**src/b64d_pkg.sv**
```systemverilog
package b64d_pkg;

  // Number of decoded groups that can wait between the front and back parts.
  localparam int unsigned FIFO_DEPTH = 4;

  // Up to three results caused by one character, oldest in data[0].
  typedef struct packed {
    logic [2:0][7:0] data;
    logic [1:0]      cnt;
    logic            byte_valid;
    logic            last;
  } b64d_rec_t;

  typedef struct packed {
    logic       valid;
    logic [5:0] value;
  } b64d_sym_t;

  // Maps a character of the standard alphabet to its 6-bit symbol.
  function automatic b64d_sym_t b64d_classify(input logic [7:0] c);
    b64d_sym_t s;
    s.valid = 1'b1;
    s.value = 6'd0;
    priority if (c >= 8'h41 && c <= 8'h5A) begin
      s.value = 6'(c - 8'h41);
    end else if (c >= 8'h61 && c <= 8'h7A) begin
      s.value = 6'(c - 8'h61 + 8'd26);
    end else if (c >= 8'h30 && c <= 8'h39) begin
      s.value = 6'(c - 8'h30 + 8'd52);
    end else if (c == 8'h2B) begin
      s.value = 6'd62;
    end else if (c == 8'h2F) begin
      s.value = 6'd63;
    end else begin
      s.valid = 1'b0;
    end
    return s;
  endfunction

endpackage

```
**src/b64d_front.sv**
```systemverilog
module b64d_front
  import b64d_pkg::*;
(
  input  logic       clk_i,
  input  logic       rst_ni,
  input  logic       accept_i,
  input  logic [7:0] char_code_i,
  input  logic       end_of_message_i,
  output logic       rec_push_o,
  output b64d_rec_t  rec_o
);

  logic [1:0]      held_q, held_d;
  logic [2:0][5:0] store_q;
  logic [2:0][5:0] eff;
  b64d_sym_t       sym;
  logic            full_group;
  logic [1:0]      held_after;
  logic [7:0]      g0, g1, tail;
  b64d_rec_t       rec;

  always_comb begin
    sym = b64d_classify(char_code_i);
    for (int i = 0; i < 3; i++) begin
      eff[i] = (sym.valid && held_q == 2'(i)) ? sym.value : store_q[i];
    end
    full_group = sym.valid && (held_q == 2'd3);
    if (full_group) begin
      held_after = 2'd0;
    end else if (sym.valid) begin
      held_after = held_q + 2'd1;
    end else begin
      held_after = held_q;
    end
    g0   = {eff[0], eff[1][5:4]};
    g1   = {eff[1][3:0], eff[2][5:2]};
    tail = 8'd0;

    rec.data       = '0;
    rec.cnt        = 2'd0;
    rec.byte_valid = 1'b1;
    rec.last       = end_of_message_i;
    if (full_group) begin
      rec.data = {{eff[2][1:0], sym.value}, g1, g0};
      rec.cnt  = 2'd3;
    end else if (end_of_message_i) begin
      unique case (held_after)
        2'd0: begin
          rec.cnt = 2'd0;
        end
        2'd1: begin
          tail        = {eff[0], 2'b00};
          rec.data[0] = tail;
          rec.cnt     = (tail != 8'd0) ? 2'd1 : 2'd0;
        end
        2'd2: begin
          tail        = {eff[1][3:0], 4'b0000};
          rec.data[0] = g0;
          rec.data[1] = tail;
          rec.cnt     = (tail != 8'd0) ? 2'd2 : 2'd1;
        end
        2'd3: begin
          tail        = {eff[2][1:0], 6'b000000};
          rec.data[0] = g0;
          rec.data[1] = g1;
          rec.data[2] = tail;
          rec.cnt     = (tail != 8'd0) ? 2'd3 : 2'd2;
        end
        default: begin
          rec.cnt = 2'd0;
        end
      endcase
      // A message end with nothing left to flush still sends a bare end marker.
      if (rec.cnt == 2'd0) begin
        rec.data       = '0;
        rec.cnt        = 2'd1;
        rec.byte_valid = 1'b0;
      end
    end
  end

  always_comb begin
    held_d = held_q;
    if (accept_i) begin
      held_d = end_of_message_i ? 2'd0 : held_after;
    end
  end

  always_ff @(posedge clk_i or negedge rst_ni) begin
    if (!rst_ni) begin
      held_q <= 2'd0;
    end else begin
      held_q <= held_d;
    end
  end

  always_ff @(posedge clk_i) begin
    if (accept_i && sym.valid && !full_group) begin
      store_q[held_q] <= sym.value;
    end
  end

  assign rec_push_o = accept_i && (rec.cnt != 2'd0);
  assign rec_o      = rec;

endmodule

```
**src/b64d_fifo.sv**
```systemverilog
module b64d_fifo
  import b64d_pkg::*;
#(
  parameter int unsigned Depth = FIFO_DEPTH
) (
  input  logic      clk_i,
  input  logic      rst_ni,
  input  logic      push_i,
  input  b64d_rec_t wdata_i,
  input  logic      pop_i,
  output b64d_rec_t rdata_o,
  output logic      full_o,
  output logic      empty_o
);

  localparam int unsigned PtrW = (Depth > 1) ? $clog2(Depth) : 1;
  localparam int unsigned CntW = $clog2(Depth + 1);

  b64d_rec_t           mem_q [Depth];
  logic [PtrW-1:0]     wr_ptr_q, wr_ptr_d, rd_ptr_q, rd_ptr_d;
  logic [CntW-1:0]     count_q, count_d;
  logic                do_push, do_pop;

  assign full_o  = (count_q == CntW'(Depth));
  assign empty_o = (count_q == '0);
  assign do_push = push_i && !full_o;
  assign do_pop  = pop_i && !empty_o;
  assign rdata_o = mem_q[rd_ptr_q];

  always_comb begin
    wr_ptr_d = wr_ptr_q;
    rd_ptr_d = rd_ptr_q;
    count_d  = count_q;
    if (do_push) begin
      wr_ptr_d = (wr_ptr_q == PtrW'(Depth - 1)) ? '0 : wr_ptr_q + PtrW'(1);
    end
    if (do_pop) begin
      rd_ptr_d = (rd_ptr_q == PtrW'(Depth - 1)) ? '0 : rd_ptr_q + PtrW'(1);
    end
    if (do_push && !do_pop) begin
      count_d = count_q + CntW'(1);
    end else if (do_pop && !do_push) begin
      count_d = count_q - CntW'(1);
    end
  end

  always_ff @(posedge clk_i or negedge rst_ni) begin
    if (!rst_ni) begin
      wr_ptr_q <= '0;
      rd_ptr_q <= '0;
      count_q  <= '0;
    end else begin
      wr_ptr_q <= wr_ptr_d;
      rd_ptr_q <= rd_ptr_d;
      count_q  <= count_d;
    end
  end

  always_ff @(posedge clk_i) begin
    if (do_push) begin
      mem_q[wr_ptr_q] <= wdata_i;
    end
  end

endmodule

```
**src/b64d_back.sv**
```systemverilog
module b64d_back
  import b64d_pkg::*;
(
  input  logic       clk_i,
  input  logic       rst_ni,
  input  logic       q_empty_i,
  input  b64d_rec_t  q_rec_i,
  output logic       q_pop_o,
  output logic       empty,
  input  logic       pop,
  output logic [7:0] data_byte_o,
  output logic       byte_valid_o,
  output logic       last_of_message_o
);

  logic       cur_valid_q, cur_valid_d;
  b64d_rec_t  cur_q, cur_d;
  logic [1:0] idx_q, idx_d;
  logic       at_end, done;

  assign at_end = (idx_q == cur_q.cnt - 2'd1);
  assign done   = !cur_valid_q || (pop && at_end);
  assign q_pop_o = done && !q_empty_i;

  always_comb begin
    cur_valid_d = cur_valid_q;
    cur_d       = cur_q;
    idx_d       = idx_q;
    if (done) begin
      cur_valid_d = !q_empty_i;
      cur_d       = q_rec_i;
      idx_d       = 2'd0;
    end else if (pop) begin
      idx_d = idx_q + 2'd1;
    end
  end

  always_ff @(posedge clk_i or negedge rst_ni) begin
    if (!rst_ni) begin
      cur_valid_q <= 1'b0;
      idx_q       <= 2'd0;
    end else begin
      cur_valid_q <= cur_valid_d;
      idx_q       <= idx_d;
    end
  end

  always_ff @(posedge clk_i) begin
    cur_q <= cur_d;
  end

  assign empty             = !cur_valid_q;
  assign data_byte_o       = (idx_q == 2'd3) ? 8'd0 : cur_q.data[idx_q];
  assign byte_valid_o      = cur_q.byte_valid;
  assign last_of_message_o = cur_q.last && at_end;

endmodule

```
**src/base64_decoder_lenient_core.sv**
```systemverilog
// Path: a result goes into the group queue, then is loaded into the output stage.
// Throughput: one character per cycle unless full and one result popped per cycle
// unless empty; a character may cause up to three results via a small group queue.
// Reset: asynchronous, active low; clears the symbol count, queue and output stage.
module base64_decoder_lenient_core
  import b64d_pkg::*;
#(
  parameter int unsigned FifoDepth = FIFO_DEPTH
) (
  input  logic       clk_i,
  input  logic       rst_ni,
  input  logic       push,
  output logic       full,
  input  logic [7:0] char_code_i,
  input  logic       end_of_message_i,
  output logic       empty,
  input  logic       pop,
  output logic [7:0] data_byte_o,
  output logic       byte_valid_o,
  output logic       last_of_message_o
);

  logic      accept;
  logic      rec_push;
  b64d_rec_t rec_w, rec_r;
  logic      q_pop, q_empty;

  assign accept = push && !full;

  b64d_front u_front (
    .clk_i           (clk_i),
    .rst_ni          (rst_ni),
    .accept_i        (accept),
    .char_code_i     (char_code_i),
    .end_of_message_i(end_of_message_i),
    .rec_push_o      (rec_push),
    .rec_o           (rec_w)
  );

  b64d_fifo #(
    .Depth(FifoDepth)
  ) u_fifo (
    .clk_i  (clk_i),
    .rst_ni (rst_ni),
    .push_i (rec_push),
    .wdata_i(rec_w),
    .pop_i  (q_pop),
    .rdata_o(rec_r),
    .full_o (full),
    .empty_o(q_empty)
  );

  b64d_back u_back (
    .clk_i            (clk_i),
    .rst_ni           (rst_ni),
    .q_empty_i        (q_empty),
    .q_rec_i          (rec_r),
    .q_pop_o          (q_pop),
    .empty            (empty),
    .pop              (pop),
    .data_byte_o      (data_byte_o),
    .byte_valid_o     (byte_valid_o),
    .last_of_message_o(last_of_message_o)
  );

endmodule

```
**config.mk**
```make
export PLATFORM = sky130hd
export DESIGN_NAME = base64_decoder_lenient_core
export DESIGN_NICKNAME = d
export VERILOG_FILES = /design/src/b64d_pkg.sv /design/src/b64d_front.sv /design/src/b64d_fifo.sv /design/src/b64d_back.sv /design/src/base64_decoder_lenient_core.sv
export SDC_FILE = /design/constraint.sdc
export NUM_CORES = 1
export LEC_CHECK = 0
export BUFFER_PORTS_ARGS = -buffer_cell sky130_fd_sc_hd__buf_2
export CAP_MARGIN = 20
export CORE_AREA = 2 2 161 163
export CTS_BUF_LIST = sky130_fd_sc_hd__clkbuf_8 sky130_fd_sc_hd__clkbuf_16
export DETAILED_ROUTE_END_ITERATION = 12
export DIE_AREA = 0 0 163 165
export SYNTH_ARGS = -nofsm -noshare
export SYNTH_HDL_FRONTEND = slang
export SYNTH_SLANG_ARGS = --single-unit
```
**constraint.sdc**
```tcl
create_clock -name clk_i -period 5.2 [get_ports clk_i]
set_input_delay 0.78 -clock clk_i [delete_from_list [all_inputs] [get_ports clk_i]]
set_output_delay 0.78 -clock clk_i [all_outputs]
set_load 0.005 [all_outputs]
```
==> Yosys cells after proc, flatten, opt, wreduce, memory -nomap -nowiden <==
Memories as Yosys holds them, arrays and structs flattened. A register that Yosys moved wholly into a read port is not among the register bits.
Index checks and enable logic that the tools add are counted.
{ "word_totals": {"ff_bits": 30, "latch_bits": 0, "ramBits": 112, "romBits": 0, "inputBits": 13, "out_inout_bits": 12, "wordCells": 124, "n_memories": 1} }
{ "memory_table": {"columns": ["memory", "words", "width", "rd", "rd_clocked_by_memory_dff", "write_ports", "line_no", "text"], "rows": [
  ["u_fifo.mem_q", 4, 28, 1, 1, 1, "b64d_fifo.sv:19", "b64d_rec_t mem_q [Depth];"]
]} }
{ "op_classes": {"addsub": 12, "n_mul": 0, "n_div": 0, "n_lt_le_gt_ge": 9, "eq_ne": 13, "shift": 0, "mux": 43, "bitwise_logic": 0, "reduce_logical": 37} }
{ "op_table": {"columns": ["op", "n"], "rows": [
  ["two-way mux 27 bit", 2],
  ["two-way mux 6 bit", 9],
  ["one-hot mux 8 bit (2 select lines)", 2],
  ["two-way mux 26 bit", 1],
  ["two-way mux 8 bit", 3],
  ["two-way mux 2 bit", 10],
  ["logical AND 1 bit", 19],
  ["bitwise mux 18 bit", 1],
  ["binary-select mux 8 bit (select 2 bit)", 1],
  ["equality test 8 x 6 -> 1 bit, second input constant", 2],
  [">= comparator 8 x 7 -> 1 bit, second input constant", 2],
  ["less-or-equal comparator 8 x 7 -> 1 bit, second input constant", 2],
  ["equality test 2 bit, second input constant", 7],
  ["demux 6 bit (select 2 bit)", 1],
  ["subtractor 6 bit, second input constant", 2],
  ["two-way mux 1 bit", 10],
  ["adder 2 x 1 -> 2 bit, second input constant", 4],
  [">= comparator 8 x 6 -> 1 bit, second input constant", 1],
  ["less-or-equal comparator 8 x 6 -> 1 bit, second input constant", 1],
  ["one-hot mux 2 bit (4 select lines)", 1],
  ["nonzero test 2 bit", 4],
  ["adder 6 x 5 -> 6 bit, second input constant", 1],
  ["adder 6 bit, second input constant", 1],
  ["zero test 1 bit", 6],
  ["16 further kinds", 21]
]} }

==> Logic depth before layout (Yosys ltp) <==
Gate-level depths: netlist of run 1.
{ "depth": {"word_depth": 24, "depth_mapped": 16, "ltp_nobuf": 15} }

==> Modules after synthesis <==
A second synthesis of run 1 with hierarchy kept.
{ "unflattened": {"cells_unflattened": 487, "hier_area_um2": 7629.8} }
{ "modules_own_cells": {"columns": ["module", "instances", "cells_per_inst", "area_each_um2", "seq_area_each_um2"], "rows": [
  ["b64d_fifo", 1, 183, 4469.3, 3538.4],
  ["b64d_front", 1, 217, 1873.0, 590.6],
  ["b64d_back", 1, 86, 1273.7, 915.9],
  ["base64_decoder_lenient_core", 1, 1, 13.8, 0.0]
]} }

==> Least setup slack after synthesis of run 1 <==
OpenSTA, ideal clock, no wires.
{ "synth_path": {"kind": "input to register", "start": "input port char_code_i[2]", "end": "memory u_fifo.mem_q[3][0] in the netlist's numbering (enable)", "arrival_ns": 3.133, "t_required_ns": 4.813, "path_slack_ns": 1.680, "path_stages": 11, "path_buffers": 1, "path_cell_list": "clkbuf_2 inv_1 ha_1 and2b_1 o21ai_2 o21ai_2 nand2_4 and2_1 nor2_1 nor2_1 and2_1"} }
{ "synth_via": {"elab_chain_len": 22, "word_cells_on_any_way": 57, "cone_classes": "add/sub: 5; order compare: 6; eq/ne: 5; mux: 26; reduce/logical: 15"} }
{ "synth_rtl": {"columns": ["element", "line_no", "text"], "rows": [
  ["from (decl)", "base64_decoder_lenient_core.sv:14", "input logic [7:0] char_code_i,"],
  ["parallel branches: the longest is 16 deep, another holds subtractor 6 bit", null, null],
  ["two-way mux 26 bit (*)", "b64d_front.sv:43", "if (full_group) begin"],
  ["nonzero test 2 bit (*)", "b64d_front.sv:103", "assign rec_push_o = accept_i && (rec.cnt != 2'd0);"],
  ["logical AND 1 bit (*)", "b64d_front.sv:103", null],
  ["logical AND 1 bit (*)", "b64d_fifo.sv:26", "assign do_push = push_i && !full_o;"],
  ["via u_fifo.do_push", "b64d_fifo.sv:22", "logic do_push, do_pop;"],
  ["two-way mux 1 bit (*)", "b64d_fifo.sv:60", "if (do_push) begin"],
  ["two-way mux 1 bit (not written as such) (*)", "b64d_fifo.sv:61", "mem_q[wr_ptr_q] <= wdata_i;"],
  ["to (decl)", "b64d_fifo.sv:19", null]
]} }
Mark *: on every way through the listed nets, which the timed path passes. The select of a mux whose other input is x is not followed.

==> Worst setup path after layout of run 1 <==
{ "layout_path": {"start": "input port char_code_i[0]", "end": "register u_fifo.count_q[2]"} }
{ "layout_via": {"elab_chain_len": 23, "word_cells_on_any_way": 60, "cone_classes": "add/sub: 5; order compare: 6; eq/ne: 5; mux: 25; reduce/logical: 19"} }
{ "layout_rtl": {"columns": ["element", "line_no", "text"], "rows": [
  ["parallel branches: the longest is 16 deep, another holds subtractor 6 bit", null, null],
  ["two-way mux 26 bit (*)", "b64d_front.sv:43", null],
  ["nonzero test 2 bit (*)", "b64d_front.sv:103", null],
  ["logical AND 1 bit (*)", "b64d_front.sv:103", null],
  ["logical AND 1 bit (*)", "b64d_fifo.sv:26", null],
  ["via u_fifo.do_push", "b64d_fifo.sv:22", null],
  ["zero test 1 bit", "b64d_fifo.sv:42", "end else if (do_pop && !do_push) begin"],
  ["logical AND 1 bit", "b64d_fifo.sv:42", null],
  ["nonzero test 2 bit (no source line)", null, null],
  ["to (signal assigned)", "b64d_fifo.sv:55", "count_q <= count_d;"],
  ["to (decl)", "b64d_fifo.sv:21", "logic [CntW-1:0] count_q, count_d;"]
]} }
Marked as above.
A chain may end at the register's enable or synchronous reset.

==> results of run 1 <==
[kinds of logic after synthesis]
logic type | Yosys count
flops | 170
mux | 44
compound gates | 70
simple gates | 111
xor+xnor | 10
buf+inv | 38
fa+ha+maj | 21
[stage by stage]
| stage | total power [mW] | cells | instance area [um^2] |
|---|---|---|---|
| floorplan | 2.642 | 464 | 7467 |
| CTS | 4.073 | 837 | 8476 |
| finish | 4.027 | 838 | 8496 |
| global placement | 2.917 | 805 | 7955 |
| detailed placement | 2.962 | 805 | 7955 |
| global route | 4.248 | 838 | 8496 |
[sequential cells by signal, indices dropped and copies added, names as in the netlist]
name                 count
u_fifo.wr_ptr_q          2
u_fifo.mem_q           112
u_front.held_q           2
u_back.idx_q             2
u_back.cur_valid_q       1
u_back.cur_q            27
u_back.byte_valid_o      1
u_fifo.count_q           3
u_front.store_q         18
u_fifo.rd_ptr_q          2
[final timing paths]
kind / endpoint / slack (ns) / from
worst max-delay path: u_fifo.count_q[2]$_DFFE_PN0P_ / 1.71 / char_code_i[0]
worst min-delay path: u_front.held_q[1]$_DFFE_PN0P_ / 0.25 / rst_ni
worst max register to register: u_fifo.count_q[1]$_DFFE_PN0P_ / 2.12 / u_back.idx_q[0]$_DFFE_PN0P_
worst min register to register: u_fifo.count_q[2]$_DFFE_PN0P_ / 0.51 / u_fifo.count_q[2]$_DFFE_PN0P_
max in group asynchronous: u_fifo.rd_ptr_q[0]$_DFFE_PN0P_ / 4.69 / rst_ni
min in group clk_i: u_fifo.count_q[2]$_DFFE_PN0P_ / 0.51 / u_fifo.count_q[2]$_DFFE_PN0P_
[critical path, cell delays in order]
cell     delay [ns]
buf_2          0.17
inv_1          0.15
ha_1           0.27
nor2b_1        0.14
o21ai_0        0.27
nand3_2        0.20
nand2_4        0.13
and2_1         0.20
nor2_1         0.07
nor2_1         0.31
ha_1           0.25
inv_1          0.06
fa_1           0.38
xor2_1         0.17
nor2_1         0.11
xor2_1         0.15
[power groups by stage]
stage	logic (mW)	clock network (mW)	registers [mW]
detailed placement	0.938	0	2.02
floorplan	0.751	0	1.89
finish	0.985	1.12	1.93
global route	1.10	1.19	1.96
CTS	0.940	1.14	1.99
global placement	0.909	0	2.01
[layer usage]
metal / wire length [um] / global-route usage, % / vias up
met1: 6584 / 14.80 / 1973
met4: 183 / 4.304 / 0
met5: 0 / 0 / -
met2: 6766 / 18.22 / 89
met3: 608 / 2.461 / 10
li1: - / - / 1840
[layout by cell type, fill, tap and decap left out, drive strengths merged, types with 2 or more instances in the layout]
cell,instances
ha,20
xnor2,6
nor2,58
clkbuf,17
inv,23
nand2,13
xor2,4
a211oi,18
o31ai,2
nand3b,2
or3,2
nor4,2
mux2i,11
a31oi,3
mux4,28
buf,31
edfxtp,158
o21ai,11
nor2b,4
nor3,2
a2bb2oi,2
nand2b,4
nand3,5
dfrtp,12
and2,11
and3,2
a21boi,3
clkinvlp,2
clkinv,8
a22o,4
mux2,5
nor3b,2
o311ai,3
a21oi,16
[final cells by class]
class                   count  area [um^2]
fillers                  2395        16540
multi-input cells         256         2260
clock inverters            15        95.09
well taps                 330        412.9
flip-flops and latches    170         5046
repair buffers             31        185.2
clock buffers              17        425.4
inverters                  19        71.32
==> summary.md, run 1 <==
| Metric | Value |
|---|---|
| Status | `finished clean` |
| CTS Buf Count | `17` |
| Crit path time final | `between 3 and 4 ns` |
| CTS tree | `yes` |
| Drt total wl | `about 14000 um` |
| Die area | `roughly 0.027 mm^2` |
| Maximum Capacitance Violations | `0` |
| Synth top area cells | `edfxtp_1 (64%), mux4_2 (8.4%), dfrtp_1 (4.0%), ha_1 (3.4%), nor2_1 (2.9%)` |
| DP HPWL | `9300 um` |
| Unique masters post-synth | `between 50 and 60` |
| Gr usage total | `roughly 11%` |
| Slew Viols, Final | `0` |
| Pre-CTS setup slack | `between 1 and 1.5 ns` |
| Req. time, crit path | `~5.5 ns` |
| Clk network pwr share | `roughly 28%` |
| Largest family of logic cells by synthesized area | `multiplexers` |
| Largest net degree at the start of global routing | `33` |
| Primary FF master, synth | `edfxtp_1` |
| Adder-cell share of the synthesized area | `about 3.6%` |
| Top-area cell type share of the netlist area | `about 64%` |
| Row Count | `58` |
| Total congestion overflow | `0` |
| Peak VDD IR | `0.2182 mV` |
| Psw | `1.125 mW` |
| Critical path type | `in -> reg` |
| Worst slew pin tran | `0.9876 ns` |
| Initial core utilization | `a little under 30%` |
| First-pass GRT wire length | `22490 um` |
| Unrepaired setup endpoints after global routing | `false` |
| Synth Area in Compound Gates | `under 10%` |
| Pleak | `2.888 nW` |
| Post-synth EDFFs | `~160` |
| Max Root-Sink Buffers | `2` |
| Gpl congestion | `0.9084` |
| Layout cells sized above 1 | `approximately a fifth` |
| Vias post-DR | `between 3000 and 4000` |
| Post-Syn Area | `~0.0075 mm^2` |
| Worst Setup End Kind | `flip-flop` |
| Final setup TNS | `0 ns` |
| Seq pwr share | `approximately 48%` |
| Final Setup Violations | `0` |
| Arrival @ worst endpoint | `~3.8 ns` |
| Number of global-route vias before repair | `around 4000` |
| Mapped Cells | `around 460` |
| Worst hold slack | `0.2477 ns` |
| Die W | `between 150 and 200 um` |
| Antenna-violating nets left | `0` |
| Final Hold Fails | `0` |
| Vias/cell | `about 4.7` |
| Syn nets | `498` |
| Top-level I/O count | `25` |
| Sw frac | `27.94%` |
| Internal Pwr Total | `around 2.9 mW` |
| Post-Synth Simple-Gate Area | `under 10%` |
| Placeable Area | `between 0.02 and 0.03 mm^2` |
| CTS root buf | `clkbuf_16` |
| Mean Syn Cell Area | `between 15 and 20 um^2` |
| Sequential share of the synthesized area | `67.56%` |
| Final core area utilization | `33.93%` |
| Mux cell area share after synthesis | `a little over a tenth` |
| Post-CTS Setup Bufs | `0` |
| Final net count | `529` |
| DR iter-0 viols | `~320` |
| Number of port buffers | `24` |
| Pwr per Cell Area | `474.1 mW/mm^2` |
| Final WS setup | `between 1.5 and 2 ns` |
| Flops & latches, synth | `between 150 and 200` |
| Initial antenna violation count | `0` |
| Post-CTS Hold Fix Bufs | `0` |
| Syn. warnings | `0` |
| Final Cycle Share | `approximately 67%` |
| Hold WC Path Type | `in -> async` |
| Fmax | `~0.29 GHz` |
| DIE HEIGHT | `~170 um` |
| Max_slew headroom | `between 30% and 40%` |
| Comb power frac | `between 20% and 30%` |
| Cell taking the most area after synthesis | `edfxtp_1` |
| N_diodes | `0` |
| Critical Path Source Type | `input port` |
| # resized after CTS | `0` |
| FFs w/ async S/R, synth | `under 10%` |
| Clk_skew | `roughly 0.012 ns` |
| Critical path fanouts, max | `8` |
| DR WL/cell | `approximately 17 um` |
| Clock Sinks | `170` |
| Clk_lat worst skew | `0.42 ns` |
| CTS clk-pin slew, worst paths | `0.06 ns` |
| Count leader, synth | `edfxtp_1` |
| Worst reg-to-reg path cell count | `11` |
| Xor and xnor fraction of the mapped netlist area | `around 1.2%` |
| DRC viols | `0` |
| Post-synth top cells | `edfxtp_1 (158), nor2_1 (58), mux4_2 (28), ha_1 (20), inv_1 (19)` |
| Area growth syn-to-layout | `13.77%` |
| DR pass1 iterations | `5` |
| H-tree depth | `4` |
(Power assumes the default switching activity.)
==> run 2, diff against run 1 <==
--- a/config.mk
+++ b/config.mk
@@ -5,12 +5,13 @@
 export SDC_FILE = /design/constraint.sdc
 export NUM_CORES = 1
 export LEC_CHECK = 0
+export ABC_AREA = 1
 export BUFFER_PORTS_ARGS = -buffer_cell sky130_fd_sc_hd__buf_2
 export CAP_MARGIN = 20
-export CORE_AREA = 2 2 161 163
+export CORE_AREA = 2 2 164 166
 export CTS_BUF_LIST = sky130_fd_sc_hd__clkbuf_8 sky130_fd_sc_hd__clkbuf_16
 export DETAILED_ROUTE_END_ITERATION = 12
-export DIE_AREA = 0 0 163 165
+export DIE_AREA = 0 0 166 168
 export SYNTH_ARGS = -nofsm -noshare
 export SYNTH_HDL_FRONTEND = slang
 export SYNTH_SLANG_ARGS = --single-unit
==> constraint.sdc (replaced) <==
create_clock -name clk_i -period 2.9 [get_ports clk_i]
set_input_delay 0.435 -clock clk_i [delete_from_list [all_inputs] [get_ports clk_i]]
set_output_delay 0.435 -clock clk_i [all_outputs]
set_load 0.005 [all_outputs]
==> run 2 against run 1 <==
First-iteration DRC count down 17%; sequential cell count unchanged; via count increased by 27%; largest power group unchanged.
==> summary.md, run 2 <==
| Metric | Value |
|---|---|
| DR iter-0 viols | `268 (-17%)` |
| Req. time, crit path | `3.19 ns (-2.35 ns)` |
| Number of port buffers | `24 (unchanged)` |
| Vias/cell | `4.476 (-4.1%)` |
| Clock Sinks | `170 (unchanged)` |
| Xor and xnor fraction of the mapped netlist area | `1.353% (+0.18 points)` |
| Post-Synth Simple-Gate Area | `14.37% (+7.1 points)` |
| Final Setup Violations | `0 (unchanged)` |
| Synth Area in Compound Gates | `11.31% (+3.8 points)` |
| Largest family of logic cells by synthesized area | `simple AND/OR/NAND/NOR gates` |
| Post-Syn Area | `0.007769 mm^2 (+4.0%)` |
| Unrepaired setup endpoints after global routing | `false` |
| CTS clk-pin slew, worst paths | `0.06 ns (about the same)` |
| CTS Buf Count | `17 (unchanged)` |
| Dpl cell area | `0.008584 mm^2 (+7.9%)` |
| FFs w/ async S/R, synth | `7.059% (unchanged)` |
| Final Cycle Share | `a little under nine tenths` |
| Worst-path cell chain | `xnor2_1 -> o21ai_0 -> o21ai_4 -> o21ai_1 -> ha_1 -> inv_1 -> fa_1 -> a21oi_1 -> o21ai_0 -> xor2_1` |
| Largest register FFs | `112 (unchanged)` |
| Clk_skew | `0.006259 ns (-0.006019 ns)` |
| Final net count | `789 (+49%)` |
| Die area | `0.02789 mm^2 (+3.7%)` |
| Mean Syn Cell Area | `11.18 um^2 (-31%)` |
| Worst Setup End Kind | `flip-flop` |
| Dpl cells | `1076 (+34%)` |
| CTS tree | `yes` |
| Top-level I/O count | `25 (unchanged)` |
| Pwr per Cell Area | `936.4 mW/mm^2 (+98%)` |
| Met3 routed WL | `509 um (-16%)` |
| Most used cell, CP | `o21ai_0` |
| CTS root buf | `clkbuf_16` |
| Worst reg-to-reg path cell count | `10 (-1)` |
| Syn nets | `729 (+46%)` |
| Mux cell area share after synthesis | `0.1450% (-11 points)` |
| Final instance area | `0.009188 mm^2 (+8.1%)` |
| Die W | `166 um (+1.8%)` |
| Total congestion overflow | `0 (unchanged)` |
| Post-synth EDFFs | `158 (unchanged)` |
| Critical path fanouts, max | `11 (+3)` |
| Top-area cell type share of the netlist area | `61.07% (-2.5 points)` |
| Area growth syn-to-layout | `18.26%` |
| Met1 wire length | `7529 um (+14%)` |
| Hold WC Path Type | `in -> reg` |
| Max Root-Sink Buffers | `2 (unchanged)` |
| DP HPWL | `10610 um (+14%)` |
| Flops & latches, synth | `170 (unchanged)` |
| Status | `finished clean` |
| Worst path slowest cell | `dfrtp_1` |
| DR WL/cell | `14.09 um (-17%)` |
| N_diodes | `0 (unchanged)` |
| Mapped Cells | `695 (+50%)` |
| Row Count | `60 (+3.4%)` |
| Most common cell after layout, fill and taps aside | `edfxtp_1` |
| Most frequent cells in the layout | `edfxtp_1 (158), nor2_1 (112), nand2_1 (84), o21ai_0 (74), inv_1 (52)` |
| Drt total wl | `15630 um (+10%)` |
| Count leader, synth | `edfxtp_1` |
| Placeable Area | `0.02635 mm^2 (+5.2%)` |
| First-pass GRT wire length | `25370 um (+13%)` |
| Post-CTS Setup Bufs | `0 (unchanged)` |
| Maximum Capacitance Violations | `0 (unchanged)` |
| Worst slew pin tran | `0.5856 ns (-0.4020 ns)` |
| Clk_lat worst skew | `0.42 ns (about the same)` |
| DR WL met2 | `7388 um (+9.2%)` |
| Gpl congestion | `0.8140 (-10%)` |
| Unique masters post-synth | `38 (-33%)` |
| H-tree depth | `4 (unchanged)` |
| Peak VDD IR | `0.4343 mV (+99%)` |
| Synth top area cells | `edfxtp_1 (61%), nor2_1 (5.6%), o21ai_0 (4.8%), nand2_1 (4.1%), dfrtp_1 (3.9%)` |
| Hold depth | `3` |
| Adder-cell share of the synthesized area | `3.479% (-0.14 points)` |
| Uppermost layer routed | `met4` |
| Largest net degree at the start of global routing | `59 (+79%)` |
| Fill cells | `2574 (+7.5%)` |
| Vias post-DR | `4964 (+27%)` |
| Critical Path Source Type | `flip-flop` |
| Arrival @ worst endpoint | `2.78 ns (-1.05 ns)` |
| Sequential share of the synthesized area | `64.94% (-2.6 points)` |
| Crit path time final | `2.490 ns` |
| Fmax | `~0.40 GHz` |
| Final Hold Fails | `0 (unchanged)` |
| Final core area utilization | `34.87% (+0.93 points)` |
| Layout cells sized above 1 | `17.58% (-3.5 points)` |
| Post-synth top cells | `edfxtp_1 (158), nor2_1 (116), nand2_1 (84), o21ai_0 (75), inv_1 (47)` |
| Max_slew headroom | `60.91% (+27 points)` |
| Primary FF master, synth | `edfxtp_1` |
| Largest Register | `u_fifo.mem_q` |
| DIE HEIGHT | `168 um (+1.8%)` |
| Initial antenna violation count | `0 (unchanged)` |
| Number of global-route vias before repair | `4712 (+19%)` |
| Antenna-violating nets left | `0 (unchanged)` |
| DR pass1 iterations | `4 (-1)` |
| Gr usage total | `11.61% (+0.37 points)` |
| Biggest regs | `u_fifo.mem_q: 112 flops, u_back.cur_q: 27 flops, u_front.store_q: 18 flops` |
| Critical path type | `reg -> reg` |
| Pleak | `3.467 nW (+20%)` |
| DRC viols | `0 (unchanged)` |
| Syn. warnings | `0 (unchanged)` |
| Slew Viols, Final | `0 (unchanged)` |
| Cell taking the most area after synthesis | `edfxtp_1` |
| Initial core utilization | `29.48% (-0.34 points)` |
| Crit path largest cell delay | `0.52 ns (+0.14 ns)` |
| Post-Layout Cell Count | `1109 (+32%)` |
| Worst hold slack | `0.2965 ns (+0.04886 ns)` |
run 2: changes by cell type after synthesis, moves of 13 or more:
cell,delta
nand2_1,+72
o21ai_0,+68
nor2_1,+58
o22ai_1,+30
inv_1,+28
mux4_2,-28
nand3_1,+28
a211oi_1,-16
clkbuf_1,+13
run 2: kinds of logic after synthesis:
kind of cell    Yosys count
simple gates            257
flops                   170
compound gates          151
buf+inv                  83
fa+ha+maj                21
xor+xnor                 12
mux                       1
run 2: worst max-delay path, delay by kind of cell (launching register included):
kind / cells / cell delay [ns]
xor gates and xnor gates: 2 / 0.35
AOI/OAI and AO/OA: 5 / 0.89
adders and majority gates: 2 / 0.54
DFF: 1 / 0.52
buffers and inverters: 1 / 0.06
run 2: power by group:
| part | leakage, nW | internal, mW | switching (mW) |
|---|---|---|---|
| Clock | 0.305 | 1.41 | 0.857 |
| Combinational | 1.54 | 0.947 | 1.77 |
| Sequential | 1.62 | 3.43 | 0.179 |
run 2: metrics by stage:
step,TNS [ns],setup slack (ns),power (mW)
5_1_grt,0,0.1661,9.179
6_report,0,0.4104,8.603
4_1_cts,0,0.3823,8.686
2_1_floorplan,-38.83,-0.3462,5.441
3_3_place_gp,0,0.08316,6.388
3_5_place_dp,0,0.04819,6.424
run 2: metal layers:
metal | track usage [%] | vias to the layer above
li1 | - | 2550
met1 | 15.71 | 2314
met2 | 18.69 | 87
met3 | 2.116 | 13
met4 | 4.310 | 0
met5 | 0 | -
run 2: final cells by class:
| cell class | count | area, um^2 | share of cell area, % |
|---|---|---|---|
| clock buffer | 17 | 425.4 | 4.630 |
| clock inverter | 15 | 167.7 | 1.825 |
| tap | 341 | 426.7 | 4.644 |
| multi-input combinational | 442 | 2402 | 26.15 |
| sequential | 170 | 5045 | 54.91 |
| timing repair buffer | 68 | 503.0 | 5.475 |
| inverter | 56 | 217.7 | 2.370 |
run 2: what timing repair did:
item,in CTS,in global routing
resized for setup,0,0
hold buffers,1,0
endpoints found under the hold margin,12,0
run 2: final timing paths:
kind	start	endpoint	slack [ns]
min	pop	u_back.idx_q[0]$_DFFE_PN0P_	0.30
min reg2reg	u_fifo.count_q[0]$_DFFE_PN0P_	u_fifo.count_q[0]$_DFFE_PN0P_	0.53
max	u_back.idx_q[1]$_DFFE_PN0P_	u_fifo.count_q[2]$_DFFE_PN0P_	0.41
max in group asynchronous	rst_ni	u_front.held_q[1]$_DFFE_PN0P_	2.20
min in group asynchronous	rst_ni	u_back.cur_valid_q$_DFFE_PN0P_	0.45
max reg2reg	u_back.idx_q[1]$_DFFE_PN0P_	u_fifo.count_q[2]$_DFFE_PN0P_	0.41
